===== src/design/a85_pkg.sv =====
// Shared constants and types for the Ascii85 stream encoder.
package a85_pkg;

  localparam int unsigned A85_DIGITS = 5;
  localparam logic [6:0] A85_BASE = 7'd85;
  localparam logic [6:0] A85_OFFSET = 7'd33;
  localparam logic [6:0] A85_ZERO_CHAR = 7'd122;
  localparam logic [31:0] A85_RECIP = 32'hC0C0C0C1;
  localparam int unsigned A85_RECIP_SHIFT = 38;
  localparam int unsigned JOB_DEPTH_DEF = 2;
  localparam int unsigned OUT_DEPTH_DEF = 2;

  typedef struct packed {
    logic [31:0] word;
    logic [2:0]  ndig;
    logic        zero;
    logic        last;
  } a85_job_t;

  typedef struct packed {
    logic [6:0] chr;
    logic       last;
  } a85_char_t;

  typedef enum logic [1:0] {
    CV_IDLE,
    CV_RUN,
    CV_DONE
  } conv_state_t;

endpackage


===== src/design/a85_front.sv =====
// Byte packer that turns finished or final groups into conversion jobs.
module a85_front (
  input  logic                clk,
  input  logic                rst_n,
  input  logic                push,
  output logic                full,
  input  logic [7:0]          data_byte,
  input  logic                last_byte,
  output logic                job_push,
  output a85_pkg::a85_job_t   job,
  input  logic                job_full
);

  import a85_pkg::*;

  logic [23:0] group_r, group_nxt;
  logic [1:0]  held_r, held_nxt;
  logic        accept;
  logic        group_done;
  logic [31:0] word;

  assign full       = job_full;
  assign accept     = push && !job_full;
  assign group_done = (held_r == 2'd3);
  assign word       = {group_r, data_byte};

  always_comb begin
    job.last = last_byte;
    job.ndig = 3'(held_r) + 3'd2;
    job.zero = group_done && (word == 32'd0);
    unique case (held_r)
      2'd0:    job.word = {data_byte, 24'd0};
      2'd1:    job.word = {group_r[7:0], data_byte, 16'd0};
      2'd2:    job.word = {group_r[15:0], data_byte, 8'd0};
      default: job.word = word;
    endcase
  end

  assign job_push = accept && (group_done || last_byte);

  always_comb begin
    group_nxt = group_r;
    held_nxt  = held_r;
    if (accept) begin
      if (group_done || last_byte) begin
        group_nxt = '0;
        held_nxt  = '0;
      end else begin
        group_nxt = word[23:0];
        held_nxt  = held_r + 1'b1;
      end
    end
  end

  always_ff @(posedge clk) begin
    if (!rst_n) begin
      group_r <= '0;
      held_r  <= '0;
    end else begin
      group_r <= group_nxt;
      held_r  <= held_nxt;
    end
  end

endmodule


===== config.mk =====
export PLATFORM = sky130hd
export DESIGN_NAME = a85_front
export DESIGN_NICKNAME = d
export VERILOG_FILES = /design/src/design/a85_pkg.sv /design/src/design/a85_front.sv
export SDC_FILE = /design/constraint.sdc
export NUM_CORES = 1
export LEC_CHECK = 0
export BUFFER_PORTS_ARGS = -buffer_cell sky130_fd_sc_hd__buf_2
export CAP_MARGIN = 0
export CELL_PAD_IN_SITES_DETAIL_PLACEMENT = 1
export CELL_PAD_IN_SITES_GLOBAL_PLACEMENT = 1
export CORE_MARGIN = 2
export CORE_UTILIZATION = 36
export DETAILED_ROUTE_END_ITERATION = 10
export GPL_TIMING_DRIVEN = 1
export MAX_ROUTING_LAYER = met4
export PLACE_DENSITY = 0.78
export SLEW_MARGIN = 20
export SYNTH_ARGS = -nofsm -noshare
export SYNTH_HDL_FRONTEND = slang
export SYNTH_SLANG_ARGS = --single-unit
export TNS_END_PERCENT = 1

===== constraint.sdc =====
create_clock -name clk -period 1.75 [get_ports clk]
set_input_delay 0.35 -clock clk [delete_from_list [all_inputs] [get_ports clk]]
set_output_delay 0.35 -clock clk [all_outputs]
set_load 0.05 [all_outputs]

### Word level (Yosys, flattened, before mapping)

Cells that the tools add are included.
Widths: inputs -> output; s select.

* logic and storage cells: 17
* register bits: 26
* output and inout port bits: 39
* input bits: 13

* multiplexer cells: 3
* equal/unequal tests: 3
* reductions and logical operators: 7
* $add $sub $neg: 2

Operators by type and width (number)
* $pmux 32 s3: 1
* $logic_not 32->1: 1
* $mux 24: 1
* $eq 2x2->1 const B: 2
* $add 2x2->3 const B: 1
* $logic_and 1x1->1: 3
* $add 2x1->2 const B: 1
* $eq 2x1->1 const B: 1
* $logic_not 2->1: 1
* $mux 2: 1
* $logic_not 1->1: 1
* $logic_or 1x1->1: 1

### Logic depth before layout (Yosys ltp)

* word-level depth: 3
* depth in mapped cells: 6
* gate-level depth less buffers: 4

### Least setup slack after synthesis

OpenSTA, ideal clock, no wires.

* path type: register -> output
* start: reg held_r[1]
* end: out job[21] (netlist bit)
* data required time: 1.400 ns
* stages on the path, launching flop included: 6
* slack: -1.379 ns
* path buffers: 1
* arrival time: 2.779 ns
* path through: dfxtp_1 inv_1 ha_1 clkbuf_1 a22oi_1 o21ai_0

RTL lines
* start: declaration: line a85_front.sv:17 `logic [1:0] held_r, held_nxt;`
* start signal: assignment: line a85_front.sv:61 `held_r <= held_nxt;`
* end: declaration: line a85_front.sv:10 `output a85_pkg::a85_job_t job,`

==> run_results.csv <==
group,metric,value,unit
drt,ant_nets,0,
synth,postSynthAreaPerCell,8.13,µm²
setup_path,cp_data_required_time,1.40,ns
finish,fill_cells,466,
run_status,violations,"negative setup slack",
setup_path,crit_slowest_cell,"a222oi_1",
setup_path,critPathArrivalTime,2.02,ns
clock_tree,tritoncts,"yes",
place,hpwl,4620,µm
drt,wl_per_cell,24.7,µm
sta,grt_setup_unrepaired,"yes",
setup_path,reg2reg_slack,0.05,ns
setup_path,crit_end,"job[35]",
global_routing,grt_pass1_wl,12800,µm
min_path,hp-start,"data_byte[5]",
sta,maxSlewViolCount,0,
place,dp_slack,-0.243,ns
job,maxCapViolCount,0,
synth,synth_top_family_by_area,"compound AO/OA/AOI/OAI gates",
global_routing,grt_max_degree,34,
place,dpl_cell_area,2390,µm²
run_status,outcome,"finished, violations left",
drt,num_vias,2141,
synth,synth.top_cell.area_share,0.320,
floorplanning,fp.dieW,71.2,µm
sta,period_minus_slack,2.37,ns
setup_path,reg2regPathDepth,7,
finish,final_core_util,0.679,
synth,synth_mux_area_frac,0.0493,
finish,fin_nets,307,
drt,drt_iter0_drc,230,
synth,synth_seq_cells,26,
setup_path,cp-startpoint,"held_r[1]",
clock_tree,clockRootBuffer,"clkbuf_8",
clock_tree,ctsHoldBuffers,0,
global_routing,grt_pass1_vias,2279,
sta,holdWs,0.513,ns
clock_tree,clk_path_buf_depth,2,
setup_path,cp-end-kind,"primary output",
finish,fin_area,2960,µm²
clock_tree,numCtsBuffers,3,
finish,final_common_cell,"buf_4",
synth,synth-compound-area-share,0.259,
floorplanning,core_area,4350,µm²
setup_path,critPathKind,"reg -> out",
global_routing,grt-ovfl-total,0,
floorplanning,die_h,71.2,µm
setup_path,cpPeakStageDelay,0.45,ns
finish,area_growth_syn_to_layout,82.0,%
setup_path,cpMostUsedCell,"buf_6",
power,p_leak,1.12,nW
setup_path,worstPathCellList,"clkinvlp_4 -> ha_4 -> buf_6 -> a222oi_1 -> buf_4 -> mux2i_4 -> buf_6",
global_routing,grt_usage,0.344,
drt,first_pass_iters,6,
global_routing,antenna_found_initial,0,
sta,skew,0.00548,ns
finish,layout-drive-gt1-share,0.581,
synth,synth_cells,200,
setup_path,rr_endpoint,"group_r[15]",
setup_path,start_kind,"flop",
synth,synth_cell_type_count,24,
place,port_buffers,51,
power,ir_worst_vdd,0.000377,V
sta,slew_headroom,0.656,
synth,yosys.area.top_type,"dfxtp_1",
clock_tree,clock_sinks,26,
synth,synth-seq-area-share,0.320,
sta,setup_ws,-0.622,ns
sta,finalHoldViolations,0,
synth,synth_xor_area_frac,0,
setup_path,worstPathMaxFanout,7,
floorplanning,ios,52,
sta,setup_violations,34,
sta,fmax,0.422,GHz
clock_tree,cts_max_level,1,
synth,syn_nets,217,
finish,num_antenna_cells,0,
sta,tns,-10.55,ns
finish,final_cell_mix,"46 x buf_4, 26 x buf_6, 25 x nand2_1, 25 x nor2b_1, 24 x dfxtp_1",
clock_tree,clkLatencyLatePin,0.28,ns
floorplanning,initial_core_util,0.373,
synth,yosys.area_share.adder,0.0308,
finish,multi_input_area,1290,µm²
floorplanning,num_rows,24,
sta,finalCritPeriodShare,1.36,
synth,yosysWarnings,0,
synth,synth.top_cells.by_area,"dfxtp_1 32%, a22oi_1 15%, nor2b_1 9.6%, nand2_1 5.8%, a222oi_1 4.9%",
power,powerDensity,521,nW/µm²
clock_tree,cts.reportedPaths.clkPinSlew,0.10,ns
min_path,hold_path.class,"in -> reg",
synth,synthSimpleGateAreaFrac,0.251,
finish,seq_area,528,µm²
drt,drt_wl_total,8440,µm
setup_path,reg2reg_from,"held_r[1]",
floorplanning,die_area,5070,µm²
synth,syn_area,1630,µm²
drt,routed_via_density,6.28,
place,globalplace.congestion,0.838,
sta,tightest_slew,0.515,ns
drt,drc,0,
[how the worst min path moves through the flow]
| stage | endpoint | slack [ns] | depth (start not counted) |
|---|---|---|---|
| detailed placement | held_r[0] | 0.52 | 2 |
| global route | group_r[5] | 0.53 | 3 |
| floorplan | group_r[0] | 0.48 | 1 |
| CTS | group_r[5] | 0.51 | 3 |
| finish | group_r[5] | 0.51 | 3 |
| global placement | held_r[0] | 0.50 | 2 |
[worst max-delay path, delay by kind of cell, from the launching register on]
family          cells  cell delay (ns)
compound gates      1             0.45
fa+ha+maj           1             0.22
buf+inv             4             0.63
flops               1             0.38
mux                 1             0.06
[where the power goes]
group | internal (W) | switching [W] | total, W
clock network | 0.000307 | 0.000212 | 0.000519
logic | 0.000168 | 0.000246 | 0.000414
registers | 0.000597 | 0.0000101 | 0.000607
total | 0.00107 | 0.000468 | 0.00154
[through the flow]
stage | cells | total power [W]
3_3_place_gp | 327 | 0.000951
2_1_floorplan | 200 | 0.000828
3_5_place_dp | 327 | 0.000958
4_1_cts | 339 | 0.00150
6_report | 341 | 0.00154
5_1_grt | 341 | 0.00159
[synthesized netlist by cell type (all sizes together)]
| cell type | instances |
|---|---|
| nand4 | 1 |
| a21boi | 1 |
| a221oi | 1 |
| nand3 | 2 |
| inv | 11 |
| mux2i | 8 |
| nor4 | 7 |
| o21ai | 15 |
| nand2 | 25 |
| ha | 4 |
| clkbuf | 11 |
| nor2 | 2 |
| nor4b | 1 |
| buf | 8 |
| a222oi | 8 |
| nor3 | 2 |
| a21oi | 1 |
| nor2b | 25 |
| and2 | 8 |
| nand2b | 1 |
| a22oi | 32 |
| dfxtp | 26 |
[sequential cells by signal (all words and copies together) (netlist names)]
| name | flops |
|---|---|
| group_r | 24 |
| held_r | 2 |
[metal layers]
metal	wire (µm)	vias to the layer above	part of all wire	GRT usage
met5	0	-	0	-
met4	358	0	0.042	0.174
met3	516	40	0.061	0.0741
met2	4530	135	0.54	0.601
met1	3030	1057	0.36	0.362
li1	-	909	-	-
[timing repair]
| action | 4_1_cts | 5_1_grt |
|---|---|---|
| hold endpoints to repair | 0 | 0 |
| setup endpoints to repair | 34 | 57 |
| gates resized for setup | 102 | 15 |
| gates cloned | 0 | 0 |
| pin swaps | 11 | 8 |
| buffers inserted | 8 | 2 |
[cell families after synthesis]
logic type,Yosys count
AO/OA/AOI/OAI,58
multiplexers,8
adder cells (fa/ha/maj),4
flip-flops,26
buffers and inverters,30
AND/OR/NAND/NOR,74
[area by class of cell]
| type | instances | area share |
|---|---|---|
| well taps | 52 | 0.0220 |
| flip-flops and latches | 26 | 0.179 |
| multi-input cells | 144 | 0.437 |
| clock inverters | 1 | 0.0102 |
| repair buffers | 104 | 0.322 |
| inverters | 11 | 0.0161 |
| clock buffers | 3 | 0.0140 |
(Power assumes the default switching activity.)
