<file path="src/design/a85_fifo.sv">
// Small first-in first-out queue of register entries.
module a85_fifo #(
  parameter int unsigned WIDTH = 8,
  parameter int unsigned DEPTH = 2
) (
  input  logic             clk,
  input  logic             rst_n,
  input  logic             push,
  input  logic [WIDTH-1:0] wdata,
  output logic             full,
  input  logic             pop,
  output logic [WIDTH-1:0] rdata,
  output logic             empty
);

  localparam int unsigned AW = (DEPTH > 1) ? $clog2(DEPTH) : 1;
  localparam int unsigned CW = $clog2(DEPTH + 1);

  logic [WIDTH-1:0] mem_r [DEPTH];
  logic [AW-1:0]    wr_ptr_r, wr_ptr_nxt;
  logic [AW-1:0]    rd_ptr_r, rd_ptr_nxt;
  logic [CW-1:0]    cnt_r, cnt_nxt;
  logic             do_push, do_pop;

  assign full    = (cnt_r == CW'(DEPTH));
  assign empty   = (cnt_r == '0);
  assign do_push = push && !full;
  assign do_pop  = pop && !empty;
  assign rdata   = mem_r[rd_ptr_r];

  always_comb begin
    wr_ptr_nxt = wr_ptr_r;
    rd_ptr_nxt = rd_ptr_r;
    if (do_push) begin
      wr_ptr_nxt = (wr_ptr_r == AW'(DEPTH - 1)) ? '0 : wr_ptr_r + 1'b1;
    end
    if (do_pop) begin
      rd_ptr_nxt = (rd_ptr_r == AW'(DEPTH - 1)) ? '0 : rd_ptr_r + 1'b1;
    end
    unique case ({do_push, do_pop})
      2'b10:   cnt_nxt = cnt_r + 1'b1;
      2'b01:   cnt_nxt = cnt_r - 1'b1;
      default: cnt_nxt = cnt_r;
    endcase
  end

  always_ff @(posedge clk) begin
    if (!rst_n) begin
      wr_ptr_r <= '0;
      rd_ptr_r <= '0;
      cnt_r    <= '0;
    end else begin
      wr_ptr_r <= wr_ptr_nxt;
      rd_ptr_r <= rd_ptr_nxt;
      cnt_r    <= cnt_nxt;
    end
  end

  always_ff @(posedge clk) begin
    if (do_push) begin
      mem_r[wr_ptr_r] <= wdata;
    end
  end

endmodule

</file>
<file path="config.mk">
export PLATFORM = sky130hd
export DESIGN_NAME = a85_fifo
export DESIGN_NICKNAME = d
export VERILOG_FILES = /design/src/design/a85_fifo.sv
export SDC_FILE = /design/constraint.sdc
export NUM_CORES = 1
export LEC_CHECK = 0
export BUFFER_PORTS_ARGS = -buffer_cell sky130_fd_sc_hd__buf_4
export CORE_ASPECT_RATIO = 1.25
export CORE_MARGIN = 2
export CORE_UTILIZATION = 50
export CTS_BUF_LIST = sky130_fd_sc_hd__clkbuf_4 sky130_fd_sc_hd__clkbuf_8
export DETAILED_ROUTE_END_ITERATION = 10
export PLACE_DENSITY = 0.77
export SLEW_MARGIN = 10
export SYNTH_ARGS = -nofsm -noshare
export SYNTH_HDL_FRONTEND = slang
export SYNTH_SLANG_ARGS = --single-unit
</file>
<file path="constraint.sdc">
create_clock -name clk -period 4.1 [get_ports clk]
set_input_delay 0.41 -clock clk [delete_from_list [all_inputs] [get_ports clk]]
set_output_delay 0.41 -clock clk [all_outputs]
set_load 0.03 [all_outputs]
</file>
## Word level (Yosys, flattened, before mapping)

Memories as Yosys holds them, arrays and structs flattened. A register that Yosys moved wholly into a read port is not among the register bits.
Index checks and enable logic that the tools add are counted.

| cells by class | value |
|---|---|
| add/sub/neg operators | 4 |
| equality and inequality tests | 3 |
| mux-type cells | 7 |
| reduce and logical (&&, ||, !) cells | 6 |

Operator list:

| operator | count |
|---|---|
| 2-to-1 mux 1 bit | 6 |
| == test 2 bit (second input constant) | 2 |
| one-hot mux 2 bit (2 select lines) | 1 |
| adder 1 bit (second input constant) | 2 |
| adder 2 x 1 -> 2 bit (second input constant) | 1 |
| == test 2 x 1 -> 1 bit (second input constant) | 1 |
| logical AND 1 bit | 2 |
| logical NOT 1 bit | 2 |
| logical NOT 2 bit | 1 |
| nonzero test 2 bit | 1 |
| subtractor 2 x 1 -> 2 bit (second input constant) | 1 |

| word-level totals | value |
|---|---|
| register bits after elaboration | 4 |
| RAM bits | 16 |
| logic and storage cells | 24 |
| memories kept | 1 |

Memories:

| memory | words | bits a word | rd ports | clocked after memory_dff | wr ports | RTL line | RTL |
|---|---|---|---|---|---|---|---|
| mem_r | 2 | 8 | 1 | 1 | 1 | 19 | `logic [WIDTH-1:0] mem_r [DEPTH];` |

## Longest topological paths before layout

Gate-level depths: netlist (run 1).

| logic depth | value |
|---|---|
| depth after elaboration | 5 |
| mapped depth | 6 |
| mapped depth without buffers | 6 |

## Worst setup path after synthesis (run 1)

No wires, ideal clock.

| path | value |
|---|---|
| path type | register to register |
| start point | reg cnt_r[0] |
| end point | mem mem_r[0][0] (enable) |
| library setup time | 0.324 ns |
| arrival | 1.144 ns |
| data required time | 3.776 ns |
| setup slack | 2.632 ns |
| cell stages (with the launch flop) | 5 |
| path buffers | 0 |
| period minus slack after synthesis | 1.468 ns |
| path through | dfxtp_1 nand2b_2 inv_2 or3_1 inv_1 |

| on the way | value |
|---|---|
| longest elaborated chain between the ends | 5 |

RTL lines:

| element | RTL line | RTL |
|---|---|---|
| start: declaration | 22 | `logic [CW-1:0] cnt_r, cnt_nxt;` |
| start signal: assignment | 55 | `cnt_r <= cnt_nxt;` |
| == test 2 bit | 25 | `assign full = (cnt_r == CW'(DEPTH));` |
| net full | 10 | `output logic full,` |
| logical NOT 1 bit | 27 | `assign do_push = push && !full;` |
| logical AND 1 bit | 27 |  |
| 2-to-1 mux 1 bit | 60 | `if (do_push) begin` |
| 2-to-1 mux 1 bit (implied by the code) | 61 | `mem_r[wr_ptr_r] <= wdata;` |
| end: declaration | 19 |  |

The timed path passes the listed nets, and every way through them passes these cells.

==> impl_metrics.ini, run 1 <==
[status]
outcome = finished clean

[global_route]
grt_max_degree = 13
antenna_found_initial = 0
overflow = 0
grt_usage_pct = 14.9
grt_pass1_vias = 490
grt_pass1_wl_um = 1970

[route]
drt_iter0_drc = 2
via_per_inst = 5.18
wl_per_cell_um = 13.5
ant_nets = 0
first_pass_iters = 2
via_count = 482
postRouteWirelength_um = 1250
drc = 0

[synth]
synth_cell_types = 18
synth_nets = 64
synth_common_cells = edfxtp_1, mux2_2, dfxtp_1
yosysMostFrequentCell = edfxtp_1
synth_edf_count = 16
synth_largest_area_cell = edfxtp_1
synthFlopType = edfxtp_1
synth_async_sr_flop_share_pct = 0
ys_seq_elements = 21
yosysWarnings = 0
synth_top_area_share_pct = 59.3
synth_cells = 51
synth_area_um2 = 811
ys_top_cells_by_area = edfxtp_1, dfxtp_1, mux2_2
seq_area_frac_synth_pct = 71.6
avgSynthCellArea_um2 = 15.9

[critical_path]
start_kind = flop
crit_buf_inv = 1
cp-end-kind = output port
crit_family = flip-flops
cp_max_fo = 8
crit_chain = mux2_2, buf_4
max_stage_delay_ps = 550
critPathKind = reg2out
r2r-start = cnt_r[0]$_SDFFE_PN0P_
cpMaxStageDelayCell = dfxtp_1
worstPathRequired_ps = 3690
arrival_ps = 1400

[timing]
tns_ps = 0
fin_crit_sh_pct = 44.1
hold_viol = 0
period_minus_slack_ps = 1810
maxSlewHeadroom_pct = 76.4
drv_slew = 0
worst_pin_slew_ps = 354
fmax_mhz = 554
worst_slack_ps = 2290
finClkSkew_ps = 4.95
rsz0062_at_grt = no
setup_viol = 0
whs_ps = 293

[floorplan]
initial_utilization_pct = 52.6
die_w_um = 40.0
num_rows = 16
coreArea_um2 = 1540
die_h_um = 49.0
io_pins = 22
die_area_um2 = 1960

[cts]
post_cts_buffers = 0
htreeDepth = 1
ctsResizeCount = 0
cts.sink_count = 21
cts_root_buf = clkbuf_4
cts_hold_buf = 0
clockBufferDepth = 2
cts-buffers-inserted = 3
clock_latency_ps = 290
clk_pin_slew_ps = 110
cts_tree = done

[place]
gp_congestion = 0.646
placed_cells = 89
portBuffers = 21
post-place-ws_ps = 2510
dp_hpwl_um = 981

[cells_and_area]
instances_no_fill = 93
area_growth_pct = 25.2
postLayoutCoreUtil_pct = 65.8
drive_above_1_share_pct = 46.7
n_antenna_cell = 0
final_net_count = 89

[min_path]
min_from = wdata[7]
hp-class = in2reg

[power]
power_leakage_nw = 0.403
switchingPower_uw = 239
comb_power_share_pct = 40.6
p_per_area_nw_per_um2 = 664
peakVddDrop_mv = 0.423
seqPwrFrac_pct = 45.6
intPower_uw = 434
clkPwrFrac_pct = 13.8
swShare_pct = 35.5

[flow_run]
max-cap-violations = 0
-- through the flow --
stage	instance area, um^2	power (mW)
6_report	1010	0.673
4_1_cts	1010	0.681
2_1_floorplan	811	0.496
5_1_grt	1010	0.709
3_3_place_gp	987	0.578
3_5_place_dp	987	0.589
-- cell families (layout without fill, tap and decap cells) --
logic type                 count (synthesis)  after routing  share of synthesized area (%)
adders and majority gates                  1              1                           1.54
and+or+nand+nor                            9              9                           6.64
DFF                                       21             21                           71.6
AOI/OAI and AO/OA                          5              5                           4.01
muxes                                      8              8                           11.1
xor gates and xnor gates                   3              3                           3.24
buffers and inverters                      4             28                           1.85
-- state kept, by name (all words and copies together) (netlist names), named ones only --
register	count
rd_ptr_r	1
wr_ptr_r	1
cnt_r	2
mem_r	16
-- path summary, 6_finish.rpt --
check	to	cells after the start	slack [ps]
min reg2reg	wr_ptr_r$_SDFFE_PN0P_	2	520
max reg2reg	mem_r[0][3]$_DFFE_PP_	4	2520
min	mem_r[0][7]$_DFFE_PP_	1	290
max	rdata[5]	2	2290
-- area by class of cell --
type | count | area, um^2
clock buffer | 3 | 22.5
clock inverter | 1 | 5.00
fill | 120 | 527
inverter | 3 | 11.3
multi-input combinational | 26 | 215
sequential | 21 | 581
tap | 18 | 22.5
timing repair buffer | 21 | 158
-- placed cells by master (no fill, tap or decap), drive strengths merged --
master  count
buf        21
edfxtp     16
mux2        8
dfxtp       5
xnor2       3
clkbuf      3
inv         3
nor2b       2
or3         2
o21ai       2
a21boi      2
o21a        1
nor2        1
nand2b      1
nand2       1
and3        1
and2        1
ha          1
clkinv      1
-- layer usage --
| layer | track usage [%] | vias up | share of wire [%] |
|---|---|---|---|
| met2 | 23.9 | 14 | 52 |
| met1 | 17.3 | 233 | 42 |
| li1 | - | 233 | - |
| met5 | 0 | - | 0 |
| met4 | 8.62 | 0 | 1.1 |
| met3 | 2.74 | 2 | 4.2 |
-- power by group through the flow --
stage                     logic [mW]  clock network (mW)  registers, mW
after global placement         0.268                   0          0.310
after global routing           0.292               0.103          0.314
after detailed placement       0.276                   0          0.313
after floorplan                0.202                   0          0.294
final                          0.273              0.0933          0.307
after CTS                      0.277              0.0959          0.308
-- worst register-to-register path: cells and delay by family (launching register included) --
| family | cells | cell delay [ps] |
|---|---|---|
| simple gates | 2 | 500 |
| buf+inv | 2 | 320 |
| flops | 1 | 440 |
No activity file was read; power rests on OpenSTA's default activity.
==> inputs of run 2 (changes only) <==
--- a/config.mk
+++ b/config.mk
@@ -8,10 +8,10 @@
 export BUFFER_PORTS_ARGS = -buffer_cell sky130_fd_sc_hd__buf_4
 export CORE_ASPECT_RATIO = 1.25
 export CORE_MARGIN = 2
-export CORE_UTILIZATION = 50
+export CORE_UTILIZATION = 47
 export CTS_BUF_LIST = sky130_fd_sc_hd__clkbuf_4 sky130_fd_sc_hd__clkbuf_8
 export DETAILED_ROUTE_END_ITERATION = 10
-export PLACE_DENSITY = 0.77
+export PLACE_DENSITY = 0.76
 export SLEW_MARGIN = 10
 export SYNTH_ARGS = -nofsm -noshare
 export SYNTH_HDL_FRONTEND = slang
==> constraint.sdc (replaced) <==
create_clock -name clk -period 1.6 [get_ports clk]
set_input_delay 0.16 -clock clk [delete_from_list [all_inputs] [get_ports clk]]
set_output_delay 0.16 -clock clk [all_outputs]
set_load 0.03 [all_outputs]
==> impl_metrics.ini, run 2 (synthesis results as in run 1) <==
[timing]
fmax_mhz = 665
fin_crit_sh_pct = 94.0
rsz0062_at_grt = no
period_minus_slack_ps = 1500
maxSlewHeadroom_pct = 73.9
hold_viol = 0
drv_slew = 0
worst_pin_slew_ps = 391
worst_slack_ps = 95.4
setup_viol = 0
tns_ps = 0
whs_ps = 50.6
finClkSkew_ps = 1.37

[cts]
cts_tree = done
cts_root_buf = clkbuf_4
cts-buffers-inserted = 3
post_cts_buffers = 0
clk_pin_slew_ps = 100
clockBufferDepth = 2
htreeDepth = 1
clock_latency_ps = 290
cts.sink_count = 21

[cells_and_area]
drive_above_1_share_pct = 49.3
largest_register_ffs = 16
multi_input_area_um2 = 215
top_regs = mem_r: 16 flops, cnt_r: 2 flops
n_antenna_cell = 0
regArea_um2 = 583
final_cell_mix = buf_4, edfxtp_1, mux2_2
layout_commonest_cell = buf_4
fillers = 129
area_growth_pct = 25.8
final_net_count = 89
largest-register = mem_r
instances_no_fill = 93

[route]
drt_iter0_drc = 6
wl_per_cell_um = 15.3
postRouteWirelength_um = 1420
first_pass_iters = 4
via_count = 490
via_per_inst = 5.27
drc = 0
ant_nets = 0

[power]
power_leakage_nw = 0.404
peakVddDrop_mv = 0.969
p_per_area_nw_per_um2 = 1720

[floorplan]
io_pins = 22
initial_utilization_pct = 50.6
num_rows = 16
die_h_um = 50.4
die_area_um2 = 2080
die_w_um = 41.2
coreArea_um2 = 1600

[place]
gp_congestion = 0.604
portBuffers = 21
dp_hpwl_um = 1120
placed_cells = 89
post-place-ws_ps = 42.7

[min_path]
hp-class = in2reg

[global_route]
grt_pass1_wl_um = 2240
grt_pass1_vias = 513
antenna_found_initial = 0
grt_max_degree = 12
overflow = 0
grt_usage_pct = 16.7

[critical_path]
critPathKind = reg2reg
start_kind = flop
cp-end-kind = flop
cp_max_fo = 5
worstPathRequired_ps = 1830
crit_chain = o21a_1, ha_1, or3_1, a21boi_1
crit_family = compound AO/OA/AOI/OAI gates
max_stage_delay_ps = 370
crit_buf_inv = 0
cpMaxStageDelayCell = dfxtp_1
arrival_ps = 1730

[flow_run]
max-cap-violations = 0

[status]
outcome = finished clean
-- run 2: worst reg2reg max path: cells and delay by family (launching register included) --
family          cells  cell delay (ps)
simple gates        1              370
fa+ha+maj           1              320
flops               1              370
compound gates      2              390
-- run 2: path summary, 6_finish.rpt --
check / start / end / slack [ps] / depth (start not counted)
max reg2reg: cnt_r[1]$_SDFFE_PN0P_ / cnt_r[1]$_SDFFE_PN0P_ / 100 / 4
max: cnt_r[1]$_SDFFE_PN0P_ / cnt_r[1]$_SDFFE_PN0P_ / 100 / 4
min reg2reg: wr_ptr_r$_SDFFE_PN0P_ / wr_ptr_r$_SDFFE_PN0P_ / 510 / 2
min: wdata[0] / mem_r[1][0]$_DFFE_PP_ / 50 / 1
-- run 2: report_power, final --
group / leakage [nW] / switching [mW] / total, mW / internal (mW)
sequential: 0.192 / 0.0851 / 0.793 / 0.707
clock: 0.0184 / 0.141 / 0.254 / 0.114
combinational: 0.194 / 0.392 / 0.710 / 0.318
total: 0.404 / 0.618 / 1.76 / 1.14
-- run 2: per-layer routing --
metal,vias up,wire length [um],track usage (%)
li1,233,-,-
met1,242,449,16.8
met2,13,883,28.9
met3,2,78,3.54
met4,0,13,9.68
met5,-,0,0
-- run 2: layout make-up --
cell class                      count  share of cell area [%]
Clock buffer                        4                    2.94
Inverter                            3                    1.10
Multi-Input combinational cell     26                    21.1
Sequential cell                    21                    57.2
Tap cell                           18                    2.21
Timing Repair Buffer               21                    15.5
-- run 2: metrics by stage --
| stage | instance area, um^2 | utilization (%) | total power [mW] |
|---|---|---|---|
| 2_1_floorplan | 811 | - | 1.27 |
| 3_3_place_gp | 987 | 61.6 | 1.48 |
| 5_1_grt | 1020 | 63.7 | 1.86 |
| 3_5_place_dp | 987 | 61.6 | 1.52 |
| 4_1_cts | 1020 | 63.5 | 1.77 |
| 6_report | 1020 | 63.7 | 1.76 |
-- run 2: what timing repair did --
item                                    in CTS  in global routing
endpoints found under the setup margin       0                 17
hold buffers                                 0                  0
gates resized for setup                      0                  2
